**src/qdpr_fifo.sv**
```systemverilog
// small register queue of row sums between accumulator and requantizer;
// standalone, no package use
module qdpr_fifo #(
   parameter int WIDTH = 32,
   parameter int DEPTH = 4
) (
   input  logic             clock,
   input  logic             reset,
   input  logic             push,
   input  logic [WIDTH-1:0] wr_data,
   output logic             full,
   input  logic             pop,
   output logic [WIDTH-1:0] rd_data,
   output logic             empty
);
   localparam int PTR_WIDTH = (DEPTH > 1) ? $clog2(DEPTH) : 1;
   localparam int CNT_WIDTH = $clog2(DEPTH + 1);
   localparam logic [PTR_WIDTH-1:0] LAST_PTR = PTR_WIDTH'(DEPTH - 1);
   localparam logic [CNT_WIDTH-1:0] FULL_CNT = CNT_WIDTH'(DEPTH);

   logic [WIDTH-1:0]     mem_ff [DEPTH];
   logic [PTR_WIDTH-1:0] wr_ptr_ff, wr_ptr_in;
   logic [PTR_WIDTH-1:0] rd_ptr_ff, rd_ptr_in;
   logic [CNT_WIDTH-1:0] count_ff, count_in;
   logic                 do_push, do_pop;

   assign full    = (count_ff == FULL_CNT);
   assign empty   = (count_ff == '0);
   assign do_push = push && !full;
   assign do_pop  = pop && !empty;
   assign rd_data = mem_ff[rd_ptr_ff];

   // pointer and fill count update
   always_comb begin
      wr_ptr_in = wr_ptr_ff;
      rd_ptr_in = rd_ptr_ff;
      count_in  = count_ff;
      if (do_push) begin
         wr_ptr_in = (wr_ptr_ff == LAST_PTR) ? '0 : wr_ptr_ff + 1'b1;
      end
      if (do_pop) begin
         rd_ptr_in = (rd_ptr_ff == LAST_PTR) ? '0 : rd_ptr_ff + 1'b1;
      end
      if (do_push && !do_pop) begin
         count_in = count_ff + 1'b1;
      end else if (do_pop && !do_push) begin
         count_in = count_ff - 1'b1;
      end
   end

   always_ff @(posedge clock) begin
      if (reset) begin
         wr_ptr_ff <= '0;
         rd_ptr_ff <= '0;
         count_ff  <= '0;
      end else begin
         wr_ptr_ff <= wr_ptr_in;
         rd_ptr_ff <= rd_ptr_in;
         count_ff  <= count_in;
      end
   end

   // storage
   always_ff @(posedge clock) begin
      if (do_push) begin
         mem_ff[wr_ptr_ff] <= wr_data;
      end
   end

endmodule

```
**config.mk**
```make
export PLATFORM = sky130hd
export DESIGN_NAME = qdpr_fifo
export DESIGN_NICKNAME = d
export VERILOG_FILES = /design/src/qdpr_fifo.sv
export SDC_FILE = /design/constraint.sdc
export NUM_CORES = 1
export LEC_CHECK = 0
export BUFFER_PORTS_ARGS = -buffer_cell sky130_fd_sc_hd__buf_2
export CAP_MARGIN = 40
export CORE_UTILIZATION = 60
export DETAILED_ROUTE_END_ITERATION = 10
export GPL_TIMING_DRIVEN = 0
export PLACE_DENSITY = 0.93
export SYNTH_ARGS = -nofsm -noshare
export SYNTH_HDL_FRONTEND = slang
export SYNTH_SLANG_ARGS = --single-unit
export TNS_END_PERCENT = 5
```
**constraint.sdc**
```tcl
create_clock -name clock -period 3.93 [get_ports clock]
set_input_delay 0.393 -clock clock [delete_from_list [all_inputs] [get_ports clock]]
set_output_delay 0.393 -clock clock [all_outputs]
set_load 0.005 [all_outputs]
```
==> results of run 1 <==
## layout make-up
| type | instances | area share |
|---|---|---|
| timing repair buffer | 68 | 0.05512 |
| clock inverter | 14 | 0.03019 |
| inverter | 5 | 0.003850 |
| sequential | 137 | 0.6517 |
| buffer | 9 | 0.008713 |
| multi-input combinational | 66 | 0.1615 |
| clock buffer | 18 | 0.06768 |
| tap | 105 | 0.02128 |
## sequential cells by signal (all words and copies together), names as in the netlist, named ones only
name / flops
mem_ff: 128
count_ff: 3
rd_ptr_ff: 2
wr_ptr_ff: 2
## cells in the final DEF (no fill, tap or decap), drive strengths merged, types with 2 or more instances in the layout
| cell type | count |
|---|---|
| xor2 | 2 |
| nand3 | 2 |
| o31ai | 2 |
| a21oi | 3 |
| mux4 | 32 |
| inv | 10 |
| and3 | 4 |
| o21ai | 2 |
| bufinv | 3 |
| clkinv | 4 |
| nor3 | 2 |
| mux2i | 2 |
| nor2 | 4 |
| ha | 6 |
| clkinvlp | 2 |
| clkbuf | 19 |
| or3 | 2 |
| edfxtp | 128 |
| dfxtp | 9 |
| buf | 76 |
## cells in the mapped netlist
cell type  instances
nand3_1            2
fa_1               1
or3_2              1
buf_6              1
xor2_1             2
mux4_2            32
buf_2              1
nand2_1            1
ha_1               6
buf_1              3
dfxtp_1            9
clkinv_4           1
o21ai_1            1
or3b_1             1
nor2_1             3
o21ai_0            1
a21oi_1            3
edfxtp_1         128
nor3_1             2
clkbuf_1           1
mux2i_1            2
nor2_2             1
and3_2             4
o31ai_2            2
buf_4              3
or3_1              1
inv_1              4
## per-layer routing
layer	GRT usage	up-vias	part of all wire
met5	0	-	0
met4	0.06667	0	0.0097
met3	0.08172	8	0.062
met2	0.3732	93	0.52
met1	0.2847	1301	0.40
li1	-	1083	-
## metrics by stage
step,util,cell area (sq um)
2_1_floorplan,-,5099
3_3_place_gp,0.6779,5570
3_5_place_dp,0.6779,5570
4_1_cts,0.7515,6175
5_1_grt,0.7515,6175
6_report,0.7515,6175
## power by group through the flow
stage	clock network [W]	registers [W]	logic (W)
after floorplan	0	0.00183	0.000494
after global placement	0	0.00184	0.000737
after detailed placement	0	0.00186	0.000755
after CTS	0.00161	0.00183	0.000770
after global routing	0.00168	0.00185	0.000828
final	0.00159	0.00183	0.000757
## how the worst max path moves through the flow
stage                start          end  cells after the start
3_5_place_dp   count_ff[0]  count_ff[2]                     10
4_1_cts               flop  rd_data[18]                      3
6_report              flop  rd_data[18]                      3
3_3_place_gp   count_ff[0]  count_ff[2]                     10
5_1_grt               flop  rd_data[18]                      3
2_1_floorplan  count_ff[0]  count_ff[2]                     10
## critical path, stage by stage (launching register included)
cell,delay (ns)
dfxtp_1,0.41
buf_1,0.56
mux4_2,0.44
buf_2,0.16
## logic make-up after synthesis
family,count (synthesis),synth area share
adders and majority gates,7,0.01865
AOI/OAI and AO/OA,7,0.009812
xor gates and xnor gates,2,0.003436
and+or+nand+nor,16,0.01841
DFF,137,0.7892
buffers and inverters,14,0.01521
muxes,34,0.1453
==> results.cfg, run 1 <==
[run_status]
status = complete, no violations

[global_route]
grt_max_degree = 33
antenna_found_initial = 0
track_usage = 0.2272
grt_pass1_wl_um = 13730
grt_pass1_vias = 2550
overflow = 0

[power]
switching_share = 0.2486
sequentialPowerShare = 0.438
powerDensity_nw_per_um2 = 677.2
p_clk_frac = 0.381
power_w = 0.004181
p_sw_w = 0.001039
internal-power_w = 0.003142
peakVddDrop_v = 0.0003345
leakage_nw = 2.157
power_frac_comb = 0.181

[clocking]
clock_tree.root_cell = clkbuf_8
clockBufferDepth = 2
htreeDepth = 4
cts.sinks = 137
postCtsSetupRepairBufs = 0
clkLatencyLatePin_ns = 0.50
path_clk_slew_ns = 0.06
postCtsHoldBufs = 0
ctsResizeCount = 0
cts_tree = built
numCtsBuffers = 17

[worst_setup_path]
worstReg2RegEnd = count_ff[2]
worstSetupPathType = reg -> out
critical_path_arrival_ns = 2.07
regToRegStartpoint = count_ff[0]
startpoint_type = flop
r2r_cells = 10
endpoint_kind = output port
crit_fanout = 10
crit_required_ns = 3.54
rrSetupSlack_ns = 1.58

[timing]
worst-slew-pin-transition_ns = 0.8770
setup_viol = 0
finalSetupTns_ns = 0
finalCritPeriodShare = 0.6258
hold_ws_ns = 0.1007
fin_skew_ns = 0.007003
fin_crit_ns = 2.459
clock.fmax_mhz = 406.6
rsz0062_at_grt = false
layout_setup_ws_ns = 1.471
maxSlewViolCount = 0
finalHoldViolations = 0
slew_headroom = 0.4153

[hold_path]
min_from = wr_data[20]
whs_endpoint = mem_ff[3][20]
hold_depth = 1
hold_path_class = in -> reg

[floorplanning]
die_y_um = 94.19
die_w_um = 94.19
die_area_sq_um = 8871
io_pins = 70
rows = 33
coreArea_sq_um = 8217
start_util = 0.6205

[synthesis]
seq_area_frac_synth = 0.7892
syn_area_sq_um = 5099
yosys_warnings = 0
yosys-top-cells-area = edfxtp_1 (75%), mux4_2 (14%), dfxtp_1 (3.5%)
synthCells = 217
ys_seq_elements = 137
synth.avg_cell_area_sq_um = 23.50
synth.top_cell.area_share = 0.7539
synth_nets = 260
yosys.area.top_type = edfxtp_1
synth.distinct_cells = 27

[route]
ant_nets = 0
wl_per_cell_um = 21.67
drc = 0
drt_iter0_markers = 134
detail_route.vias_per_cell = 5.889
vias = 2485
drt_first_pass_iters = 4
routed_wl_um = 9145

[place]
io_buffers = 68
placed_cells_incl_taps = 390
dp_slack_ns = 1.585
place_hpwl_um = 4940
gp_congestion = 0.6662

[final_layout]
multi_input_area_sq_um = 997.2
drive_above_1_share = 0.4574
layoutNonFillerInstCount = 422
fillers = 427
seqCellArea_sq_um = 4024
antenna_cells = 0
syn2layout_area_growth_pct = 21.10
final_nets = 347

[run]
maxCapViolations = 0
No activity file was read; power rests on OpenSTA's default activity.
==> run 2: changes to the inputs <==
--- a/config.mk
+++ b/config.mk
@@ -7,10 +7,10 @@
 export LEC_CHECK = 0
 export BUFFER_PORTS_ARGS = -buffer_cell sky130_fd_sc_hd__buf_2
 export CAP_MARGIN = 40
-export CORE_UTILIZATION = 60
+export CORE_UTILIZATION = 51
 export DETAILED_ROUTE_END_ITERATION = 10
 export GPL_TIMING_DRIVEN = 0
-export PLACE_DENSITY = 0.93
+export PLACE_DENSITY = 0.85
 export SYNTH_ARGS = -nofsm -noshare
 export SYNTH_HDL_FRONTEND = slang
 export SYNTH_SLANG_ARGS = --single-unit
==> constraint.sdc (replaced) <==
create_clock -name clock -period 2.1 [get_ports clock]
set_input_delay 0.21 -clock clock [delete_from_list [all_inputs] [get_ports clock]]
set_output_delay 0.21 -clock clock [all_outputs]
set_load 0.005 [all_outputs]
==> run 2 against run 1 <==
First-iteration DRC count fell by 12%. Design area rose by 8.9%. Largest cell class unchanged. Sequential power rose by 87%.
==> results.cfg, run 2 (same netlist as run 1, synthesis figures left out) <==
[place]
gp_congestion = 0.7358
place_hpwl_um = 5215
placed_cells_incl_taps = 421
dp_slack_ns = -0.1962
io_buffers = 68

[global_route]
grt_pass1_vias = 2658
antenna_found_initial = 0
overflow = 0
grt_pass1_wl_um = 13510
track_usage = 0.1862
grt_max_degree = 33

[final_layout]
top_regs = mem_ff (128), count_ff (3)
fillers = 654
final_nets = 387
drive_above_1_share = 0.4454
layout_commonest_cell = edfxtp_1
antenna_cells = 0
multi_input_area_sq_um = 1044
fin_util = 0.6912
layout_common_cells = edfxtp_1 (128), buf_2 (71), dlygate4sd3_1 (33)
largest_reg_flops = 128
top_register = mem_ff
syn2layout_area_growth_pct = 31.90
seqCellArea_sq_um = 4035
layoutNonFillerInstCount = 490

[hold_path]
hold_path_class = in -> reg

[floorplanning]
rows = 36
io_pins = 70
start_util = 0.5240
die_y_um = 102.0
die_w_um = 102.0
die_area_sq_um = 10400
coreArea_sq_um = 9729

[worst_setup_path]
cpPeakStageDelay_ns = 0.36
startpoint_type = flop
crit_fanout = 5
rrSetupSlack_ns = 0.06
cpMaxStageDelayCell = fa_2
crit_chain = or3b_4 > clkinv_4 > nor2_4 > ha_4 > inv_2 > fa_2 > xor2_2 > or3_4 > a21oi_2
crit_required_ns = 2.55
regToRegStartpoint = count_ff[2]
worstSetupPathType = reg -> reg
endpoint_kind = flop
worstReg2RegEnd = count_ff[2]
r2r_cells = 9
critical_path_arrival_ns = 2.49
critPathCapture = count_ff[2]
startpoint = count_ff[2]

[power]
powerDensity_nw_per_um2 = 1182
peakVddDrop_v = 0.0005412
leakage_nw = 2.358
power_w = 0.007951
power_frac_comb = 0.208
sequentialPowerShare = 0.431
internal-power_w = 0.006052
p_clk_frac = 0.361
p_sw_w = 0.001899
switching_share = 0.2388

[timing]
finalHoldViolations = 0
maxSlewViolCount = 0
fin_crit_ns = 2.038
layout_setup_ws_ns = 0.06220
setup_viol = 0
finalCritPeriodShare = 0.9704
fin_skew_ns = 0.006491
hold_ws_ns = 0.06517
slew_headroom = 0.4240
clock.fmax_mhz = 490.7
worst-slew-pin-transition_ns = 0.8639

[clocking]
path_clk_slew_ns = 0.06
cts_tree = built
cts.sinks = 137
clkLatencyLatePin_ns = 0.52
htreeDepth = 4
clock_tree.root_cell = clkbuf_8
numCtsBuffers = 17
clockBufferDepth = 2

[route]
ant_nets = 0
vias = 2528
drt_first_pass_iters = 4
detail_route.vias_per_cell = 5.159
drt_iter0_markers = 118
wl_per_cell_um = 17.73
routed_wl_um = 8690
drc = 0

[run_status]
status = complete, no violations

[run]
maxCapViolations = 0
==> run 2: metal layers <==
| layer | vias up | share of wire | track usage |
|---|---|---|---|
| li1 | 1161 | - | - |
| met1 | 1288 | 0.44 | 0.2322 |
| met2 | 65 | 0.51 | 0.3010 |
| met3 | 14 | 0.042 | 0.05814 |
| met4 | 0 | 0.015 | 0.08571 |
| met5 | - | 0 | 0 |
==> run 2: final cells by class <==
cell class / instances / share of cell area
plain buffers: 8 / 0.01340
clock buffers: 20 / 0.06326
clock inverters: 12 / 0.02233
inverters: 5 / 0.003535
multi-input cells: 66 / 0.1552
flip-flops and latches: 137 / 0.6000
well taps: 133 / 0.02474
repair buffers: 109 / 0.1176
==> run 2: worst min-delay path by stage <==
stage / startpoint / endpoint / slack [ns] / cells past startpoint
after floorplan: wr_data[0] / mem_ff[0][0] / 0.31 / 0
after global placement: wr_data[5] / mem_ff[1][5] / 0.42 / 1
after detailed placement: wr_data[4] / mem_ff[0][4] / 0.43 / 1
after CTS: reset / count_ff[0] / 0.04 / 2
after global routing: reset / count_ff[1] / 0.07 / 2
final: reset / count_ff[1] / 0.07 / 2
==> run 2: per-stage QoR <==
| step | area [sq um] | setup TNS [ns] |
|---|---|---|
| after detailed placement | 5700 | -0.1962 |
| after global routing | 6725 | -0.01165 |
| after global placement | 5618 | -0.08704 |
| after floorplan | 5111 | 0 |
| final | 6725 | 0 |
| after CTS | 6661 | -1.053 |
==> run 2: worst max-delay path, delay by kind of cell (launching register included) <==
family                   cells  cell delay, ns
XOR/XNOR                     1            0.16
buffers and inverters        2            0.10
flip-flops                   1            0.35
AND/OR/NAND/NOR              3            0.74
adder cells (fa/ha/maj)      2            0.51
AO/OA/AOI/OAI                1            0.12
==> run 2: power groups by stage <==
| stage | sequential [W] | clock (W) | combinational [W] |
|---|---|---|---|
| 2_1_floorplan | 0.00344 | 0 | 0.000932 |
| 3_3_place_gp | 0.00345 | 0 | 0.00140 |
| 3_5_place_dp | 0.00347 | 0 | 0.00147 |
| 4_1_cts | 0.00343 | 0.00292 | 0.00158 |
| 5_1_grt | 0.00346 | 0.00303 | 0.00181 |
| 6_report | 0.00343 | 0.00287 | 0.00165 |
==> run 2: what timing repair did <==
item                                   4_1_cts  5_1_grt
gates resized for setup                     13       13
setup buffers                                2        3
endpoints found under the hold margin      130        0
pin swaps                                    0        5
hold buffers                                33        0
setup endpoints to repair                   31       31
