$ cat src/qdpr_pkg.sv
// shared widths, register indexes, reset values and configuration structs
// for the quantized dot product with requantization; no dependencies
package qdpr_pkg;

   // payload and register widths
   localparam int VALUE_WIDTH     = 9;
   localparam int SUM_WIDTH       = 32;
   localparam int MULT_WIDTH      = 31;
   localparam int SHIFT_WIDTH     = 6;
   localparam int CSR_INDEX_WIDTH = 3;
   localparam int CSR_DATA_WIDTH  = 31;

   // default depth of the queue between the accumulator and the requantizer
   localparam int QUEUE_DEPTH = 4;

   // register indexes
   localparam logic [CSR_INDEX_WIDTH-1:0] REG_INPUT_OFFSET  = 3'd0;
   localparam logic [CSR_INDEX_WIDTH-1:0] REG_WEIGHT_OFFSET = 3'd1;
   localparam logic [CSR_INDEX_WIDTH-1:0] REG_OUTPUT_OFFSET = 3'd2;
   localparam logic [CSR_INDEX_WIDTH-1:0] REG_MULTIPLIER    = 3'd3;
   localparam logic [CSR_INDEX_WIDTH-1:0] REG_SHIFT         = 3'd4;
   localparam logic [CSR_INDEX_WIDTH-1:0] REG_CLAMP_LOW     = 3'd5;
   localparam logic [CSR_INDEX_WIDTH-1:0] REG_CLAMP_HIGH    = 3'd6;

   // reset values
   localparam logic [MULT_WIDTH-1:0]         RESET_MULTIPLIER = 31'd1073741824;
   localparam logic signed [VALUE_WIDTH-1:0] RESET_CLAMP_LOW  = -9'sd128;
   localparam logic signed [VALUE_WIDTH-1:0] RESET_CLAMP_HIGH = 9'sd127;

   // settings used by the accumulator
   typedef struct packed {
      logic signed [VALUE_WIDTH-1:0] act_offset;
      logic signed [VALUE_WIDTH-1:0] weight_offset;
   } front_cfg_type;

   // settings used by the requantizer
   typedef struct packed {
      logic signed [VALUE_WIDTH-1:0] out_offset;
      logic [MULT_WIDTH-1:0]         requant_multiplier;
      logic signed [SHIFT_WIDTH-1:0] requant_shift;
      logic signed [VALUE_WIDTH-1:0] clamp_low;
      logic signed [VALUE_WIDTH-1:0] clamp_high;
   } back_cfg_type;

endpackage

$ cat src/qdpr_front.sv
// accumulator front end: offsets, multiplies and accumulates each element,
// hands the biased row sum to the queue; depends on qdpr_pkg
module qdpr_front (
   input  logic                                     clock,
   input  logic                                     reset,
   input  qdpr_pkg::front_cfg_type                  cfg,
   input  logic                                     req_push,
   output logic                                     req_full,
   input  logic signed [qdpr_pkg::VALUE_WIDTH-1:0]  req_input_value,
   input  logic signed [qdpr_pkg::VALUE_WIDTH-1:0]  req_weight_value,
   input  logic signed [qdpr_pkg::SUM_WIDTH-1:0]    req_row_bias,
   input  logic                                     req_last_of_row,
   output logic                                     q_push,
   output logic [qdpr_pkg::SUM_WIDTH-1:0]           q_data,
   input  logic                                     q_full
);
   import qdpr_pkg::*;

   localparam int OPND_WIDTH = VALUE_WIDTH + 1;
   localparam int PROD_WIDTH = 2 * OPND_WIDTH;

   logic signed [OPND_WIDTH-1:0] x_opnd;
   logic signed [OPND_WIDTH-1:0] w_opnd;
   logic signed [PROD_WIDTH-1:0] prod;

   logic                         p_valid_ff, p_valid_in;
   logic                         p_last_ff;
   logic signed [PROD_WIDTH-1:0] p_prod_ff;
   logic [SUM_WIDTH-1:0]         p_bias_ff;
   logic [SUM_WIDTH-1:0]         acc_ff, acc_in;
   logic [SUM_WIDTH-1:0]         sum;
   logic                         advance;
   logic                         accept;

   // offset operands and their product
   assign x_opnd = OPND_WIDTH'(req_input_value) + OPND_WIDTH'(cfg.act_offset);
   assign w_opnd = OPND_WIDTH'(req_weight_value) + OPND_WIDTH'(cfg.weight_offset);
   assign prod   = PROD_WIDTH'(x_opnd) * PROD_WIDTH'(w_opnd);

   // the product stage only waits when it holds a row end and the queue is full
   assign advance  = !p_valid_ff || !p_last_ff || !q_full;
   assign req_full = !advance;
   assign accept   = req_push && advance;

   // accumulate, wrapping at 32 bits
   assign sum    = acc_ff + SUM_WIDTH'(p_prod_ff);
   assign q_push = p_valid_ff && p_last_ff && advance;
   assign q_data = sum + p_bias_ff;

   always_comb begin
      acc_in = acc_ff;
      if (p_valid_ff && advance) begin
         acc_in = p_last_ff ? '0 : sum;
      end
   end

   assign p_valid_in = advance ? accept : p_valid_ff;

   // control registers
   always_ff @(posedge clock) begin
      if (reset) begin
         p_valid_ff <= 1'b0;
         acc_ff     <= '0;
      end else begin
         p_valid_ff <= p_valid_in;
         acc_ff     <= acc_in;
      end
   end

   // product stage payload
   always_ff @(posedge clock) begin
      if (accept) begin
         p_prod_ff <= prod;
         p_last_ff <= req_last_of_row;
         p_bias_ff <= req_row_bias;
      end
   end

endmodule

$ cat config.mk
export PLATFORM = sky130hd
export DESIGN_NAME = qdpr_front
export DESIGN_NICKNAME = d
export VERILOG_FILES = /design/src/qdpr_pkg.sv /design/src/qdpr_front.sv
export SDC_FILE = /design/constraint.sdc
export NUM_CORES = 1
export LEC_CHECK = 0
export ABC_AREA = 1
export BUFFER_PORTS_ARGS = -buffer_cell sky130_fd_sc_hd__buf_2
export CELL_PAD_IN_SITES_DETAIL_PLACEMENT = 1
export CELL_PAD_IN_SITES_GLOBAL_PLACEMENT = 1
export CORE_MARGIN = 8
export CORE_UTILIZATION = 49
export CTS_CLUSTER_DIAMETER = 200
export DETAILED_ROUTE_END_ITERATION = 10
export PLACE_DENSITY_LB_ADDON = 0.1
export SYNTH_ARGS = -nofsm -noshare
export SYNTH_HDL_FRONTEND = slang
export SYNTH_SLANG_ARGS = --single-unit
$ cat constraint.sdc
create_clock -name clock -period 10.2 [get_ports clock]
set_clock_uncertainty 0.05 [all_clocks]
set_input_delay 1.53 -clock clock [delete_from_list [all_inputs] [get_ports clock]]
set_output_delay 1.53 -clock clock [all_outputs]
set_load 0.01 [all_outputs]
==> results of run 1 <==
-- metrics by stage --
step,worst slack [ns],std cells
finish,2.86,2027
global route,2.56,2027
CTS,2.92,2027
detailed placement,2.56,2011
global placement,2.74,2011
floorplan,3.35,1595
-- worst max path at each step --
stage	startpoint	depth (start not counted)	to
global placement	cfg[2]	28	p_prod_ff[19]
detailed placement	cfg[2]	28	p_prod_ff[19]
global route	cfg[4]	26	p_prod_ff[19]
finish	cfg[2]	26	p_prod_ff[15]
CTS	cfg[2]	25	p_prod_ff[16]
floorplan	cfg[0]	25	p_prod_ff[19]
-- sequential cells by signal, summed over array words and instances, names as in the netlist --
register and count:
p_valid_ff 1, p_bias_ff 32, acc_ff 32, p_last_ff 1
p_prod_ff 20
-- cells by family (layout without fill, tap and decap cells) --
logic type | count (synthesis) | after routing | share of synthesized area
simple gates | 722 | 722 | 0.262
buf+inv | 305 | 418 | 0.0990
fa+ha+maj | 224 | 224 | 0.301
compound gates | 191 | 191 | 0.0924
flops | 86 | 86 | 0.192
xor+xnor | 67 | 67 | 0.0533
-- layout make-up --
class,count,area [um^2],share of cell area
flip-flops and latches,86,2250,0.174
clock inverters,5,62.6,0.00484
inverters,293,1100,0.0850
multi-input cells,1204,8310,0.642
clock buffers,11,264,0.0204
well taps,319,399,0.0309
repair buffers,109,553,0.0428
-- cell usage after synthesis, types with 3 or more instances --
cell      number  area (um^2)
nor2_1       135          507
xor2_1        46          403
nand3b_1       8         60.1
nand4_1       15         93.8
dfxtp_1       33          661
and2_1        17          106
o21bai_1       9         67.6
inv_1        288         1080
o21ai_0       25          125
nand3_1       82          410
or2_2         10         62.6
edfxtp_1      53         1590
ha_1         128         1600
a21o_1         8         60.1
o21a_1         3         22.5
nand2_2       18          113
xnor2_1       16          140
o211ai_1       6         45.0
fa_1          96         1920
xor2_2         5         81.3
or2_1          3         18.8
nand2_1      411         1540
buf_2          3         15.0
nor3_1        11         55.1
a21oi_1      126          631
inv_2          3         11.3
nand3_2        3         30.0
clkbuf_1       7         26.3
nor2_2         3         18.8
-- placed cells by master (no fill, tap or decap), drive strengths merged, types with 2 or more instances in the layout --
| cell type | instances |
|---|---|
| inv | 293 |
| nor4 | 2 |
| dfxtp | 33 |
| nor2 | 138 |
| buf | 109 |
| edfxtp | 53 |
| o211ai | 7 |
| nor3 | 12 |
| a21boi | 2 |
| ha | 128 |
| o21bai | 9 |
| fa | 96 |
| nand3 | 85 |
| or2 | 14 |
| and2 | 18 |
| clkbuf | 11 |
| a22oi | 2 |
| a21oi | 128 |
| nand2 | 429 |
| o21a | 3 |
| clkinv | 3 |
| nand4 | 15 |
| o21ai | 28 |
| a21o | 8 |
| xor2 | 51 |
| nand3b | 8 |
| xnor2 | 16 |
-- worst min-delay path: stages, from the launching register on --
cell and delay (ns):
dfxtp_1 0.31, nand2_1 0.06, a21oi_1 0.06
-- layer usage --
metal  vias up  share of wire  track usage
li1       5264              -            -
met1      5254           0.40        0.277
met2       217           0.53        0.496
met3        90          0.034       0.0283
met4         0          0.045        0.120
met5         -              0            0
==> results.toml, run 1 <==
[critical_path]
critical_path.startpoint_type = "primary input"
cp_data_arrival_time_ns = 7.38
rrSetupSlack_ns = 7.60
cp_max_fo = 11
critPathBufInv = 4
rr_worst_depth = 11
r2r_end = "acc_ff[29]"
end_kind = "flip-flop"
crit_family = "adder cells"
rr_startpoint = "p_prod_ff[19]"
required_ns = 10.25
slowest_stage = "a22oi_1"
critPathKind = "primary input to flip-flop"
slowest_delay_ns = 0.77

[drt]
wl_mm = 36.4
drc = 0
drtPass1Iterations = 4
drt_iter0_markers = 408
wl_per_cell_um = 18.0
avgViaCountPerCell = 5.34
via_count = 10825
ant_nets = 0

[die]
boundaryPins = 107
num_rows = 56
die_x_um = 171
die-area_um2 = 29100
start_util = 0.499
die_y_um = 171
core_um2 = 23500

[grt]
gr-total-overflow = 0
grt_max_degree = 54
antenna_found_initial = 0
grt_pass1_vias = 11956
grt_use_total = 0.258
grt_pass1_wl_mm = 59.7

[timing]
hold_slack_ns = 0.422
hold_viol = 0
fin_tns_setup_ns = 0
fin_crit_sh = 0.719
finalSetupViolCount = 0
slew_headroom = 0.329
worst_slew_pin_slew_ns = 1.01
slew_violations = 0
finalCriticalPeriod_ns = 7.34
rsz0062_at_grt = "no"
fmax_mhz = 136

[clock_tree]
cts.sinks = 86
tritoncts = "built"
cts_buffers = 9
clk_path_buf_depth = 2
post_cts_buffers = 0
clk_latency_ns = 0.35
cts_htree_levels = 3
postCtsResizedCells = 0
clockRootBuffer = "clkbuf_16"
clk_pin_slew_ns = 0.07
cts_hold_buf = 0

[logic_synthesis]
syn_nets = 1892
synth_cell_types = 49
synth_ff_type = "edfxtp_1"
yosys_register_bits = 86
synth_area_um2 = 11700
synth_area_per_cell_um2 = 7.34
synth_edf_count = 53
synth-async-reset-ratio = 0
ys_seq_area_frac = 0.192
syn_inst = 1595
ys_warn_count = 0

[min_path]
hold_depth = 2
hold_class = "flip-flop to flip-flop"
holdPathEnd = "acc_ff[0]"
min_from = "acc_ff[0]"

[final_layout]
diodes = 0
nets = 2000
fin_util = 0.551
drive_above_1_share = 0.104
fill_cells = 3059
syn2layout_area_growth_pct = 10.5
final_area_um2 = 12900

[placed_design]
hpwl_mm = 31.1
gp_congestion = 0.919
io_buffers = 106
dpl_cell_area_um2 = 12600

[job]
maxCapViolations = 0

[run_status]
status = "complete, no violations"
Power of run 1 is left out: the tool's default activity adds up to more than one toggle a clock period on the data nets, which glitch-free logic cannot reach.
==> run 2, diff against run 1 <==
- CORE_UTILIZATION: 49 -> 41
- clock period: 10.2 -> 6.7 ns (I/O delays scaled with it)
==> results.toml, run 2 (synthesis gave the netlist of run 1 again) <==
[grt]
grt_pass1_vias = 12171
grt_use_total = 0.221
grt_max_degree = 54
antenna_found_initial = 0
grt_pass1_wl_mm = 59.5
gr-total-overflow = 0

[critical_path]
critPathKind = "primary input to flip-flop"
end_kind = "flip-flop"
cp_max_fo = 6
slowest_stage = "fa_1"
crit_cells = 24
critical_path.startpoint_type = "primary input"
required_ns = 6.78
rr_startpoint = "p_prod_ff[19]"
rr_worst_depth = 10
cp-endpoint = "p_prod_ff[12]"
slowest_delay_ns = 0.54
crit_chain = "buf_2 -> ha_1 -> inv_1 -> fa_1 -> o21ai_2 -> nand4_1 -> o211ai_2 -> xor2_2 -> buf_4 -> inv_2 -> nand2_1 -> fa_1 -> inv_1 -> fa_1 -> fa_1 -> fa_1 -> inv_1 -> fa_1 -> inv_1 -> ha_1 -> nand2_1 -> o21ai_0 -> a31oi_1 -> xnor2_1"
critPathMostFrequentCell = "fa_1"
critPathLaunch = "cfg[9]"
rrSetupSlack_ns = 3.98
crit_family = "adder cells"
critPathBufInv = 7
r2r_end = "acc_ff[24]"
cp_data_arrival_time_ns = 6.38

[clock_tree]
clk_latency_ns = 0.37
cts_buffers = 9
clockRootBuffer = "clkbuf_16"
cts_htree_levels = 3
clk_pin_slew_ns = 0.06
tritoncts = "built"
cts.sinks = 86
clk_path_buf_depth = 2
cts_hold_buf = 0

[die]
num_rows = 62
core_um2 = 28400
die_x_um = 185
boundaryPins = 107
die-area_um2 = 34200
start_util = 0.412
die_y_um = 185

[final_layout]
nets = 2057
drive_above_1_share = 0.138
fin_util = 0.475
diodes = 0
syn2layout_area_growth_pct = 15.1
mostFrequentLayoutCells = "nand2_1, inv_1, nor2_1"
top_regs = "acc_ff (32), p_bias_ff (32), p_prod_ff (20)"
final_common_cell = "nand2_1"

[job]
maxCapViolations = 0

[timing]
finalSetupViolCount = 0
rsz0062_at_grt = "no"
hold_viol = 0
slew_violations = 0
fin_tns_setup_ns = 0
worst_slew_pin_slew_ns = 0.922
fin_crit_sh = 0.941
fmax_mhz = 159
slew_headroom = 0.384
finalCriticalPeriod_ns = 6.30

[drt]
ant_nets = 0
wl_mm = 36.5
drtPass1Iterations = 4
via_count = 10771
drt_iter0_markers = 350
avgViaCountPerCell = 5.01
drc = 0
wl_per_cell_um = 17.0

[run_status]
status = "complete, no violations"

[placed_design]
hpwl_mm = 31.7
io_buffers = 106
gp_congestion = 0.888

[min_path]
hold_class = "flip-flop to flip-flop"
==> run 2: area by class of cell <==
| cell class | instances | area (um^2) |
|---|---|---|
| Multi-Input combinational cell | 1204 | 8330 |
| Sequential cell | 86 | 2250 |
| Timing Repair Buffer | 166 | 981 |
| Tap cell | 384 | 480 |
| Clock buffer | 11 | 253 |
| Inverter | 293 | 1100 |
| Clock inverter | 5 | 81.3 |
| Fill cell | 3675 | 14900 |
==> run 2: routing by layer <==
metal  global-route usage  routed length (um)
met1                0.232               14600
met2                0.438               19500
met3               0.0171                 955
met4                0.102                1380
met5                    0                   0
==> run 2: repair_timing <==
action                                  CTS  global route
buffers inserted                          0             0
gates resized for setup                   0             8
endpoints found under the setup margin    0             8
endpoints found under the hold margin     0             0
==> run 2: per-stage QoR <==
stage / setup slack, ns / hold slack, ns / instances / area (um^2)
after floorplan: 0.370 / 0.399 / 1595 / 11700
after global placement: -0.0288 / 0.406 / 2133 / 13100
after detailed placement: -0.138 / 0.414 / 2133 / 13100
after CTS: 0.225 / 0.423 / 2149 / 13500
after global routing: 0.0139 / 0.450 / 2149 / 13500
final: 0.396 / 0.422 / 2149 / 13500
==> run 2: worst min path at each step <==
stage	from	end	cells after the start
after floorplan	acc_ff[0]	acc_ff[0]	2
after CTS	acc_ff[12]	acc_ff[12]	2
after detailed placement	acc_ff[30]	acc_ff[30]	2
final	acc_ff[30]	acc_ff[30]	2
after global routing	acc_ff[10]	acc_ff[10]	2
after global placement	acc_ff[0]	acc_ff[0]	2
==> run 2: tightest hold or removal path, cell delays in order, from the launching register on <==
cell     delay (ns)
dfxtp_1        0.31
nand2_1        0.06
a21oi_1        0.05
Power of run 2 is left out for the same reason.
==> run 3, diff against run 2 <==
- CELL_PAD_IN_SITES_GLOBAL_PLACEMENT: 1 -> 2
- CORE_UTILIZATION: 41 -> 32
- SLEW_MARGIN: not set -> 5
- TNS_END_PERCENT: not set -> 20
==> results.toml, run 3 (synthesis gave the netlist of run 1 again) <==
[die]
die-area_um2 = 43000
num_rows = 70
start_util = 0.322
die_x_um = 207
boundaryPins = 107
die_y_um = 207
core_um2 = 36300

[final_layout]
fill_cells = 4550
top_regs = "acc_ff (32), p_bias_ff (32), p_prod_ff (20)"
syn2layout_area_growth_pct = 15.8
drive_above_1_share = 0.137
mostFrequentLayoutCells = "nand2_1, inv_1, nor2_1"
nets = 2051
final_common_cell = "nand2_1"
diodes = 0
final-instance-count-excl-fill = 2227
multi_input_area_um2 = 8350
regArea_um2 = 2250

[grt]
grt_use_total = 0.179
grt_max_degree = 47
antenna_found_initial = 0
grt_pass1_vias = 11775
gr-total-overflow = 0
grt_pass1_wl_mm = 61.6

[run_status]
status = "complete, no violations"

[min_path]
hold_class = "flip-flop to flip-flop"
min_from = "acc_ff[24]"
holdPathEnd = "acc_ff[24]"
hold_depth = 2

[timing]
fmax_mhz = 159
slew_headroom = 0.339
rsz0062_at_grt = "no"
hold_viol = 0
hold_slack_ns = 0.420
worst_slew_pin_slew_ns = 0.990
finalCriticalPeriod_ns = 6.29
fin_crit_sh = 0.938
finalSetupViolCount = 0
slew_violations = 0

[clock_tree]
cts_buffers = 9
clockRootBuffer = "clkbuf_16"
cts.sinks = 86
tritoncts = "built"
clk_pin_slew_ns = 0.07
clk_path_buf_depth = 2
cts_htree_levels = 3
clk_latency_ns = 0.37

[critical_path]
crit_family = "adder cells"
rrSetupSlack_ns = 4.01
critPathKind = "primary input to flip-flop"
end_kind = "flip-flop"
required_ns = 6.76
rr_worst_depth = 5
rr_startpoint = "p_last_ff"
slowest_stage = "fa_1"
cp_data_arrival_time_ns = 6.35
cp_max_fo = 9
slowest_delay_ns = 0.55
critPathMostFrequentCell = "nand2_1"
r2r_end = "acc_ff[17]"
critical_path.startpoint_type = "primary input"
critPathBufInv = 6

[job]
maxCapViolations = 0

[drt]
via_count = 10531
wl_per_cell_um = 17.0
drc = 0
wl_mm = 37.9
drtPass1Iterations = 4
ant_nets = 0
drt_iter0_markers = 377
avgViaCountPerCell = 4.73

[placed_design]
place_inst = 2210
io_buffers = 106
hpwl_mm = 33.1
gp_congestion = 0.886
## run 3: cell count changes in the layout (fill, tap and decap cells not counted), sizes merged
cell | before | now
clkbuf | 11 | 9
clkinv | 4 | 5
inv | 291 | 292
buf | 166 | 160
## run 3: timing repair
item | CTS | global route
gates resized for setup | 0 | 12
buffers inserted | 0 | 1
endpoints found under the setup margin | 0 | 6
hold endpoints to repair | 0 | 0
hold buffers | 0 | 0
## run 3: through the flow
step	util	setup slack (ns)	instance area [um^2]	setup TNS, ns
2_1_floorplan	-	0.370	11700	0
3_3_place_gp	0.362	-0.0548	13200	-0.149
3_5_place_dp	0.362	-0.151	13200	-0.692
4_1_cts	0.371	0.244	13500	0
5_1_grt	0.373	0.0317	13600	0
6_report	0.373	0.412	13600	0
## run 3: tightest hold or removal path: stages (launching register included)
cell	delay (ns)
dfxtp_1	0.31
nand2_1	0.06
a21oi_1	0.05
## run 3: cell type report
class                   instances  area share
multi-input cells            1204       0.616
flip-flops and latches         86       0.166
inverters                     293      0.0816
repair buffers                160      0.0690
well taps                     468      0.0432
clock buffers                   9      0.0166
clock inverters                 7     0.00766
## run 3: routing by layer
layer  GRT usage  share of wire
met5           0              0
met4      0.0668          0.030
met3      0.0137          0.017
met2       0.350           0.53
met1       0.199           0.42
## run 3: worst max path at each step
stage | startpoint | end | slack [ns] | cells after the start
finish | cfg[0] | p_prod_ff[15] | 0.41 | 29
global route | cfg[0] | p_prod_ff[19] | 0.03 | 30
CTS | cfg[11] | p_prod_ff[19] | 0.24 | 28
detailed placement | cfg[11] | p_prod_ff[19] | -0.15 | 28
global placement | cfg[11] | p_prod_ff[19] | -0.05 | 28
floorplan | cfg[0] | p_prod_ff[19] | 0.37 | 25
Power of run 3 is left out for the same reason.
